$ cat config.mk
export PLATFORM = sky130hd
export DESIGN_NAME = column_gap_char_segmenter
export DESIGN_NICKNAME = d
export VERILOG_FILES = /design/src/cgcs_pkg.sv /design/src/cgcs_divider.sv /design/src/cgcs_column_track.sv /design/src/column_gap_char_segmenter.sv
export VERILOG_INCLUDE_DIRS = /design/src /design/src/src
export SDC_FILE = /design/constraint.sdc
export NUM_CORES = 1
export LEC_CHECK = 0
export BUFFER_PORTS_ARGS = -buffer_cell sky130_fd_sc_hd__clkbuf_2
export CAP_MARGIN = 20
export CORE_ASPECT_RATIO = 0.8
export CORE_MARGIN = 4
export CORE_UTILIZATION = 55
export CTS_BUF_LIST = sky130_fd_sc_hd__clkbuf_2
export DETAILED_ROUTE_END_ITERATION = 16
export GPL_TIMING_DRIVEN = 0
export PLACE_DENSITY = 0.78
export SLEW_MARGIN = 20
export SYNTH_ARGS = -nofsm -noshare
export SYNTH_HDL_FRONTEND = slang
export SYNTH_SLANG_ARGS = --single-unit
$ cat constraint.sdc
create_clock -name clk -period 3.45 [get_ports clk]
set_input_delay 1.035 -clock clk [delete_from_list [all_inputs] [get_ports clk]]
set_output_delay 1.035 -clock clk [all_outputs]
set_load 0.005 [all_outputs]
$ cat src/column_gap_char_segmenter_defines.svh
// assertion macros for the column gap segmenter, clocked on clk with arst_n
`ifndef COLUMN_GAP_CHAR_SEGMENTER_DEFINES_SVH
`define COLUMN_GAP_CHAR_SEGMENTER_DEFINES_SVH

`ifndef NO_ASSERTIONS
`define CGCS_ASSERT(name, prop, msg) \
	name: assert property (@(posedge clk) disable iff (!arst_n) (prop)) else $error(msg);
`define CGCS_ASSERT_NEXT(name, ante, cons, msg) \
	name: assert property (@(posedge clk) disable iff (!arst_n) (ante) |=> (cons)) \
		else $error(msg);
`else
`define CGCS_ASSERT(name, prop, msg)
`define CGCS_ASSERT_NEXT(name, ante, cons, msg)
`endif

`endif

$ cat src/cgcs_pkg.sv
`default_nettype none
package cgcs_pkg;

	localparam int MAX_COLUMNS = 1024;
	localparam int COL_W = 11;
	localparam int SUM_W = 20;
	localparam int CFG_W = 5;
	localparam int IDX_W = 6;
	localparam logic [CFG_W-1:0] MAX_GAP_RESET = 5'd17;
	localparam int DIV_STEPS = SUM_W;
	localparam int STEP_W = $clog2(DIV_STEPS);

	typedef struct packed {
		logic             gap;
		logic [SUM_W-1:0] gap_sum;
		logic [COL_W-1:0] gap_cnt;
		logic [IDX_W-1:0] gap_idx;
		logic             gap_ovf;
		logic             fin;
		logic [IDX_W-1:0] fin_idx;
		logic [COL_W-1:0] fin_pos;
		logic             fin_ovf;
	} event_t;

endpackage
`default_nettype wire

$ cat src/cgcs_divider.sv
`default_nettype none
module cgcs_divider (
	input  wire logic                      clk,
	input  wire logic                      arst_n,
	input  wire logic                      start,
	input  wire logic [cgcs_pkg::SUM_W-1:0] dividend,
	input  wire logic [cgcs_pkg::COL_W-1:0] divisor,
	output logic                           busy,
	output logic                           done,
	output logic [cgcs_pkg::COL_W-1:0]     quotient
);

	logic                          busy_q;
	logic                          done_q;
	logic [cgcs_pkg::STEP_W-1:0]   step_q;
	logic [cgcs_pkg::SUM_W-1:0]    dvd_q;
	logic [cgcs_pkg::COL_W-1:0]    dvs_q;
	logic [cgcs_pkg::COL_W-1:0]    rem_q;
	logic                          zero_q;

	logic [cgcs_pkg::COL_W:0]      rem_sh;
	logic [cgcs_pkg::COL_W:0]      dvs_ext;
	logic                          ge;

	// one restoring step: shift in the next dividend bit, subtract if it fits
	always_comb begin
		rem_sh  = {rem_q, dvd_q[cgcs_pkg::SUM_W-1]};
		dvs_ext = {1'b0, dvs_q};
		ge      = rem_sh >= dvs_ext;
	end

	always_ff @(posedge clk or negedge arst_n) begin
		if (!arst_n) begin
			busy_q <= 1'b0;
			done_q <= 1'b0;
			step_q <= '0;
		end else begin
			done_q <= 1'b0;
			if (start && !busy_q) begin
				busy_q <= 1'b1;
				step_q <= '0;
			end else if (busy_q) begin
				if (step_q == cgcs_pkg::STEP_W'(cgcs_pkg::DIV_STEPS - 1)) begin
					busy_q <= 1'b0;
					done_q <= 1'b1;
				end
				step_q <= step_q + 1'b1;
			end
		end
	end

	always_ff @(posedge clk) begin
		if (start && !busy_q) begin
			dvd_q  <= dividend;
			dvs_q  <= divisor;
			rem_q  <= '0;
			zero_q <= divisor == '0;
		end else if (busy_q) begin
			rem_q <= ge ? cgcs_pkg::COL_W'(rem_sh - dvs_ext) : rem_sh[cgcs_pkg::COL_W-1:0];
			dvd_q <= {dvd_q[cgcs_pkg::SUM_W-2:0], ge};
		end
	end

	assign busy     = busy_q;
	assign done     = done_q;
	assign quotient = zero_q ? '0 : dvd_q[cgcs_pkg::COL_W-1:0];

endmodule
`default_nettype wire

$ cat src/cgcs_column_track.sv
`default_nettype none
module cgcs_column_track (
	input  wire logic                      clk,
	input  wire logic                      arst_n,
	input  wire logic                      accept,
	input  wire logic                      ink,
	input  wire logic                      column_end,
	input  wire logic                      image_end,
	input  wire logic [cgcs_pkg::CFG_W-1:0] max_gap,
	output cgcs_pkg::event_t               ev
);

	logic                          has_ink_q;
	logic [1:0]                    hist_q;
	logic [cgcs_pkg::COL_W-1:0]    count_q;
	logic [cgcs_pkg::SUM_W-1:0]    sum_q;
	logic [cgcs_pkg::COL_W-1:0]    run_q;
	logic [cgcs_pkg::CFG_W-1:0]    bcount_q;
	logic                          ovf_q;

	logic                          col_done;
	logic                          in_range;
	logic                          empty;
	logic                          process;
	logic                          close;
	logic                          emit;
	logic [cgcs_pkg::SUM_W-1:0]    sum_add;
	logic [cgcs_pkg::COL_W-1:0]    run_add;
	logic [cgcs_pkg::CFG_W-1:0]    bcount_nx;
	logic                          ovf_nx;
	logic [cgcs_pkg::COL_W-1:0]    count_nx;

	always_comb begin
		col_done  = column_end | image_end;
		in_range  = count_q < cgcs_pkg::COL_W'(cgcs_pkg::MAX_COLUMNS);
		empty     = !(has_ink_q | ink);
		process   = col_done & in_range;
		// gap closes: two columns back empty, last one and this one inked
		close     = process & hist_q[1] & !hist_q[0] & !empty;
		emit      = close & (bcount_q < max_gap);
		sum_add   = empty ? sum_q + cgcs_pkg::SUM_W'(count_q) : sum_q;
		run_add   = empty ? run_q + 1'b1 : run_q;
		bcount_nx = emit ? bcount_q + 1'b1 : bcount_q;
		ovf_nx    = ovf_q | (close & !emit);
		count_nx  = process ? count_q + 1'b1 : count_q;

		ev.gap     = emit;
		ev.gap_sum = sum_add;
		ev.gap_cnt = run_add;
		ev.gap_idx = {1'b0, bcount_q} + 1'b1;
		ev.gap_ovf = ovf_q;
		ev.fin     = image_end;
		ev.fin_idx = {1'b0, bcount_nx} + 1'b1;
		ev.fin_pos = count_nx;
		ev.fin_ovf = ovf_nx;
	end

	always_ff @(posedge clk or negedge arst_n) begin
		if (!arst_n) begin
			has_ink_q <= 1'b0;
			hist_q    <= '0;
			count_q   <= '0;
			sum_q     <= '0;
			run_q     <= '0;
			bcount_q  <= '0;
			ovf_q     <= 1'b0;
		end else if (accept) begin
			if (image_end) begin
				has_ink_q <= 1'b0;
				hist_q    <= '0;
				count_q   <= '0;
				sum_q     <= '0;
				run_q     <= '0;
				bcount_q  <= '0;
				ovf_q     <= 1'b0;
			end else if (col_done) begin
				has_ink_q <= 1'b0;
				if (in_range) begin
					hist_q   <= {hist_q[0], empty};
					count_q  <= count_nx;
					sum_q    <= close ? '0 : sum_add;
					run_q    <= close ? '0 : run_add;
					bcount_q <= bcount_nx;
					ovf_q    <= ovf_nx;
				end
			end else begin
				has_ink_q <= has_ink_q | ink;
			end
		end
	end

endmodule
`default_nettype wire

$ cat src/column_gap_char_segmenter.sv
// results: only an image end or an emitted gap makes an output beat; an image
// end goes through ST_EMIT_FIN. An emitted gap runs the restoring divider,
// 20 steps, then ST_EMIT_GAP; in_ready stays low until the boundary loads
// throughput: one pixel per cycle in ST_IDLE; an image end or an emitted gap
// holds in_ready low, and its beat loads wait on out_ready while one is held
// reset: arst_n clears all column state and the output, register goes to 17
`default_nettype none
`include "column_gap_char_segmenter_defines.svh"
module column_gap_char_segmenter (
	input  wire logic                      clk,
	input  wire logic                      arst_n,
	input  wire logic                      cfg_valid,
	output logic                           cfg_ready,
	input  wire logic [cgcs_pkg::CFG_W-1:0] cfg_data,
	input  wire logic                      in_valid,
	output logic                           in_ready,
	input  wire logic                      ink,
	input  wire logic                      column_end,
	input  wire logic                      image_end,
	output logic                           out_valid,
	input  wire logic                      out_ready,
	output logic [cgcs_pkg::IDX_W-1:0]     boundary_index,
	output logic [cgcs_pkg::COL_W-1:0]     position,
	output logic                           overflowed,
	output logic                           final_res
);

	typedef enum logic [1:0] {
		ST_IDLE,
		ST_DIV,
		ST_EMIT_GAP,
		ST_EMIT_FIN
	} state_t;

	state_t                        state_q;
	logic [cgcs_pkg::CFG_W-1:0]    max_gap_q;
	cgcs_pkg::event_t              ev;
	cgcs_pkg::event_t              pend_q;
	logic                          accept;
	logic                          slot_free;
	logic                          load_out;
	logic                          div_busy;
	logic                          div_done;
	logic [cgcs_pkg::COL_W-1:0]    div_quot;

	logic                          out_valid_q;
	logic [cgcs_pkg::IDX_W-1:0]    idx_q;
	logic [cgcs_pkg::COL_W-1:0]    pos_q;
	logic                          ovf_q;
	logic                          fin_q;

	assign cfg_ready = 1'b1;
	assign in_ready  = state_q == ST_IDLE;
	assign accept    = in_valid && in_ready;
	assign slot_free = !out_valid_q || out_ready;
	assign load_out  = slot_free && (state_q == ST_EMIT_GAP || state_q == ST_EMIT_FIN);

	always_ff @(posedge clk or negedge arst_n) begin
		if (!arst_n) begin
			max_gap_q <= cgcs_pkg::MAX_GAP_RESET;
		end else if (cfg_valid && cfg_ready) begin
			max_gap_q <= cfg_data;
		end
	end

	cgcs_column_track u_track (
		.clk        (clk),
		.arst_n     (arst_n),
		.accept     (accept),
		.ink        (ink),
		.column_end (column_end),
		.image_end  (image_end),
		.max_gap    (max_gap_q),
		.ev         (ev)
	);

	cgcs_divider u_div (
		.clk      (clk),
		.arst_n   (arst_n),
		.start    (accept && ev.gap),
		.dividend (ev.gap_sum),
		.divisor  (ev.gap_cnt),
		.busy     (div_busy),
		.done     (div_done),
		.quotient (div_quot)
	);

	always_ff @(posedge clk) begin
		if (accept) begin
			pend_q <= ev;
		end
	end

	always_ff @(posedge clk or negedge arst_n) begin
		if (!arst_n) begin
			state_q     <= ST_IDLE;
			out_valid_q <= 1'b0;
			idx_q       <= '0;
			pos_q       <= '0;
			ovf_q       <= 1'b0;
			fin_q       <= 1'b0;
		end else begin
			if (out_valid_q && out_ready && !load_out) begin
				out_valid_q <= 1'b0;
			end
			case (state_q)
				ST_IDLE: begin
					if (accept) begin
						if (ev.gap) begin
							state_q <= ST_DIV;
						end else if (ev.fin) begin
							state_q <= ST_EMIT_FIN;
						end
					end
				end
				ST_DIV: begin
					if (div_done) begin
						state_q <= ST_EMIT_GAP;
					end
				end
				ST_EMIT_GAP: begin
					if (slot_free) begin
						out_valid_q <= 1'b1;
						idx_q       <= pend_q.gap_idx;
						pos_q       <= div_quot;
						ovf_q       <= pend_q.gap_ovf;
						fin_q       <= 1'b0;
						state_q     <= pend_q.fin ? ST_EMIT_FIN : ST_IDLE;
					end
				end
				ST_EMIT_FIN: begin
					if (slot_free) begin
						out_valid_q <= 1'b1;
						idx_q       <= pend_q.fin_idx;
						pos_q       <= pend_q.fin_pos;
						ovf_q       <= pend_q.fin_ovf;
						fin_q       <= 1'b1;
						state_q     <= ST_IDLE;
					end
				end
				default: begin
					state_q <= ST_IDLE;
				end
			endcase
		end
	end

	assign out_valid      = out_valid_q;
	assign boundary_index = idx_q;
	assign position       = pos_q;
	assign overflowed     = ovf_q;
	assign final_res      = fin_q;

	`CGCS_ASSERT(a_ready_not_dividing, !(in_ready && div_busy), "input ready while dividing")
	`CGCS_ASSERT(a_done_in_div, !div_done || state_q == ST_DIV, "divider done outside wait state")
	`CGCS_ASSERT_NEXT(a_gap_starts_div, accept && ev.gap, state_q == ST_DIV && div_busy, "no div start")
	`CGCS_ASSERT(a_index_nonzero, !out_valid || boundary_index != '0, "boundary beat with zero index")

endmodule
`default_nettype wire
==> metrics.md <==
| Metric | Value |
|---|---|
| Outcome | complete, no violations |
| Post-synthesis compound-gate area fraction | 19.00% |
| M3 GR Usage | 4.793% |
| Total GRT Usage | 23.43% |
| Synth cell types | 73 |
| CP max stage cell | inv_1 |
| Worst Setup Path Type | register to register |
| Netlist Area Pre-Place | 8140 um^2 |
| Clock Tree Buf Depth | 2 |
| Final instance area | 8778 um^2 |
| Num CTS Buffers | 17 |
| Avg Vias per Cell | 5.972 |
| Min Tclk post-route | 3140 ps |
| Hold Path Class | input pin to async pin |
| Antenna Violating Nets Remaining | 0 |
| Mux contribution to synthesized area | 0.5380% |
| Rel. slew slack | 35.77% |
| Rows | 39 |
| Synthesis-stage register bit count | 154 |
| PwrDens | 654.4 nW/um^2 |
| Final setup fails | 0 |
| Initial Util | 56.55% |
| Initial antenna violation count | 0 |
| Post-CTS sizing | 1 |
| Vias in the first global route | 5,875 |
| Root buf cell | clkbuf_2 |
| Clk_lat worst skew | 750 ps |
| Maximum clock frequency | 0.3184 GHz |
| Area Growth Syn to Fin | 7.839% |
| Most used DFF post-synth | dfrtp_1 |
| Most used cell, CP | inv_1 |
| Yosys warns | 0 |
| Post-synthesis xor/xnor area fraction | 4.734% |
| Avg WL per Cell | 17.33 um |
| Unrepaired setup endpoints after global routing | false |
| GR Overflow Total | 0 |
| CP Capture Type | register |
| Share of cells above drive strength 1 | 10.40% |
| Hpwl dp | 13.49 mm |
| Async S/R FF share, synth | 55.19% |
| Sinks on Clock Net | 154 |
| Largest net degree at the start of global routing | 86 |
| Post-DP Area | 8544 um^2 |
| Post CTS Setup Buffer Count | 0 |
| CP Data Arrival Time | 3510 ps |
| M2 GR Usage | 31.46% |
| CP top delay family | compound AO/OA/AOI/OAI gates |
| Largest family of logic cells by synthesized area | compound AO/OA/AOI/OAI gates |
| DRC errors left | 0 |
| Critical Path RT | 3820 ps |
| Global-route wire length before repair | 30.55 mm |
| Seq/Total Area, Yosys | 50.26% |
| Crit-path max cell delay | 680 ps |
| CP max FO | 20 |
| Post-synth EDFFs | 58 |
| N_diodes | 0 |
| Die W | 144.0 um |
| Number of hold buffers added after cts | 0 |
| Die height | 116.8 um |
| Post-Synth Simple-Gate Area | 15.60% |
| Worst VDD drop | 0.0002843 V |
| GR Util met1 | 37.78% |
| Total Wirelength | 18.86 mm |
| Syn Inst Count | 840 |
| Post-route setup TNS | 0 ps |
| Tcrit/Tclk final | 91.03% |
| CTS H-Tree Depth | 4 |
| Synth Net Count | 886 |
| Nets@finish | 937 |
| Startpoint types | register |
| I/O pin cnt | 35 |
| Vias | 6,497 |
| Adder-Cell Fraction of Synth Area | 5.257% |
| CTS tree | yes |
| Core area | 14,400 um^2 |
| Worst slew pin tran | 957.6 ps |
| Slew Limit Fails | 0 |
| GRT Max-Usage Layer | met1 |
| Leak | 3.819 nW |
| Detailed Route Iter0 Violations | 728 |
| Routability Congestion | 0.9312 |
| WP buf/inv | 3 |
| Reg clk slew, reported paths | 230 ps |
| Drt first pass iters | 5 |
| CP Cell Sequence | inv_1 -> ha_1 -> a21o_1 -> a31oi_1 -> o211a_1 -> a21oi_1 -> clkbuf_1 -> inv_1 |
| Number of max-cap violations | 0 |
| Syn avg cell area | 9.691 um^2 |
| Die ar. | 16,820 um^2 |
| Clock Skews | 41.62 ps |
| Port bufs | 32 |
| Final Hold Fails | 0 |
worst paths after layout:
kind                                   start           endpoint  slack, ps  depth (start not counted)
max reg2reg                     max_gap_q[2]    u_div.dvd_q[16]        310                          8
max                             max_gap_q[2]    u_div.dvd_q[16]        310                          8
max in group asynchronous             arst_n  u_track.sum_q[13]       2620                          1
min                                   arst_n  boundary_index[0]        290                          1
min in group clk                 cfg_data[4]       max_gap_q[4]        450                          3
min reg2reg                u_track.hist_q[1]  u_track.hist_q[1]        490                          2
cells in the mapped netlist, types with 3 or more instances:
cell        n  area (um^2)
edfxtp_1   58         1742
a21oi_1    25        125.1
clkbuf_1   33        123.9
nor3_1      7        35.03
or4_1       5        37.54
nor2_1     39        146.4
o41ai_1     5        43.79
nor2b_1    14        87.58
o31a_1      7        61.31
buf_6       3        33.78
o21bai_1    3        22.52
a22o_1      9        78.83
mux2_2      3        33.78
nand4_1    10        62.56
o31ai_1    11        82.58
o211ai_1   17        127.6
and3_1      6        37.54
dfxtp_1    11        220.2
ha_1       31        387.9
a31oi_1    12        75.07
o21a_1      4        30.03
nand2b_1    6        37.54
and2_1      3        18.77
or2_2       4        25.02
xor2_1     21        183.9
o21ai_0    87        435.4
dfrtp_1    83         2077
xnor2_1    23        201.4
o221ai_1    3        26.28
o22ai_1    18        112.6
buf_2       6        30.03
nand2_1   143        536.8
a21o_1     12        90.09
nand3_1    23        115.1
inv_1      42        157.7
metal layers:
metal	up-vias	share of wire, %	wire, um
li1	3116	-	-
met5	-	0	0
met3	24	8.3	1561
met1	3069	50	9407
met2	288	41	7692
met4	0	1.0	193
layout by cell type, fill, tap and decap left out, drive strengths merged, types with 3 or more instances in the layout:
master and n:
or2 5, or4 5, o31a 7, and2 3
o21ai 89, o41ai 5, clkinv 8, o21a 4
buf 13, dfrtp 83, nor3 8, edfxtp 58
mux2 3, clkbuf 86, xor2 21, o221ai 3
nor2b 14, dfxtp 11, o211ai 17, o31ai 11
a31oi 12, nand4 10, nand2b 6, o22ai 18
and3 6, a21o 12, nand3 23, a22o 9
o21bai 3, a21oi 27, nand2 145, ha 31
nor2 39, xnor2 23, inv 42
sequential cells by signal (all words and copies together) (netlist names), 2 cells and up:
| name | count |
|---|---|
| u_track.hist_q | 2 |
| u_track.run_q | 11 |
| pend_q | 26 |
| u_div.rem_q | 11 |
| state_q | 2 |
| max_gap_q | 5 |
| u_div.step_q | 5 |
| u_track.bcount_q | 5 |
| boundary_index | 6 |
| u_div.dvd_q | 20 |
| u_track.sum_q | 20 |
| u_track.count_q | 11 |
| u_div.dvs_q | 11 |
| position | 11 |
report_power, final:
group          internal, mW  total [mW]  switching [mW]
clock network         0.346        1.01           0.663
logic                 0.770        2.06            1.29
registers              2.40        2.68           0.281
area by class of cell:
type | count | area [um^2]
fillers | 1212 | 5617
flip-flops and latches | 154 | 4091
multi-input cells | 597 | 3682
well taps | 184 | 230.2
plain buffers | 46 | 210.2
repair buffers | 32 | 168.9
inverters | 43 | 165.2
clock inverters | 11 | 125.1
clock buffers | 21 | 105.1
through the flow:
| stage | worst slack [ps] | hold WS, ps | util [%] | std cells | power, mW |
|---|---|---|---|---|---|
| finish | 309.6 | 287.3 | 60.98 | 1088 | 5.744 |
| global route | 77.70 | 281.5 | 60.98 | 1088 | 6.143 |
| CTS | 252.3 | 299.1 | 60.98 | 1088 | 5.734 |
| detailed placement | -581.1 | 451.7 | 59.36 | 1056 | 4.748 |
| global placement | -535.5 | 444.7 | 59.26 | 1056 | 4.680 |
| floorplan | 177.0 | 430.9 | - | 840 | 4.096 |
logic make-up after synthesis:
kind of cell	Yosys count
simple gates	275
xor+xnor	44
fa+ha+maj	33
buf+inv	89
mux	4
compound gates	240
other cells	1
flops	154
worst reg2reg max path: cells and delay by family (launching register included):
family                   cells  cell delay (ps)
AO/OA/AOI/OAI                4             1070
adder cells (fa/ha/maj)      1              310
buffers and inverters        3             1020
flip-flops                   1              370
(Power assumes the default switching activity.)
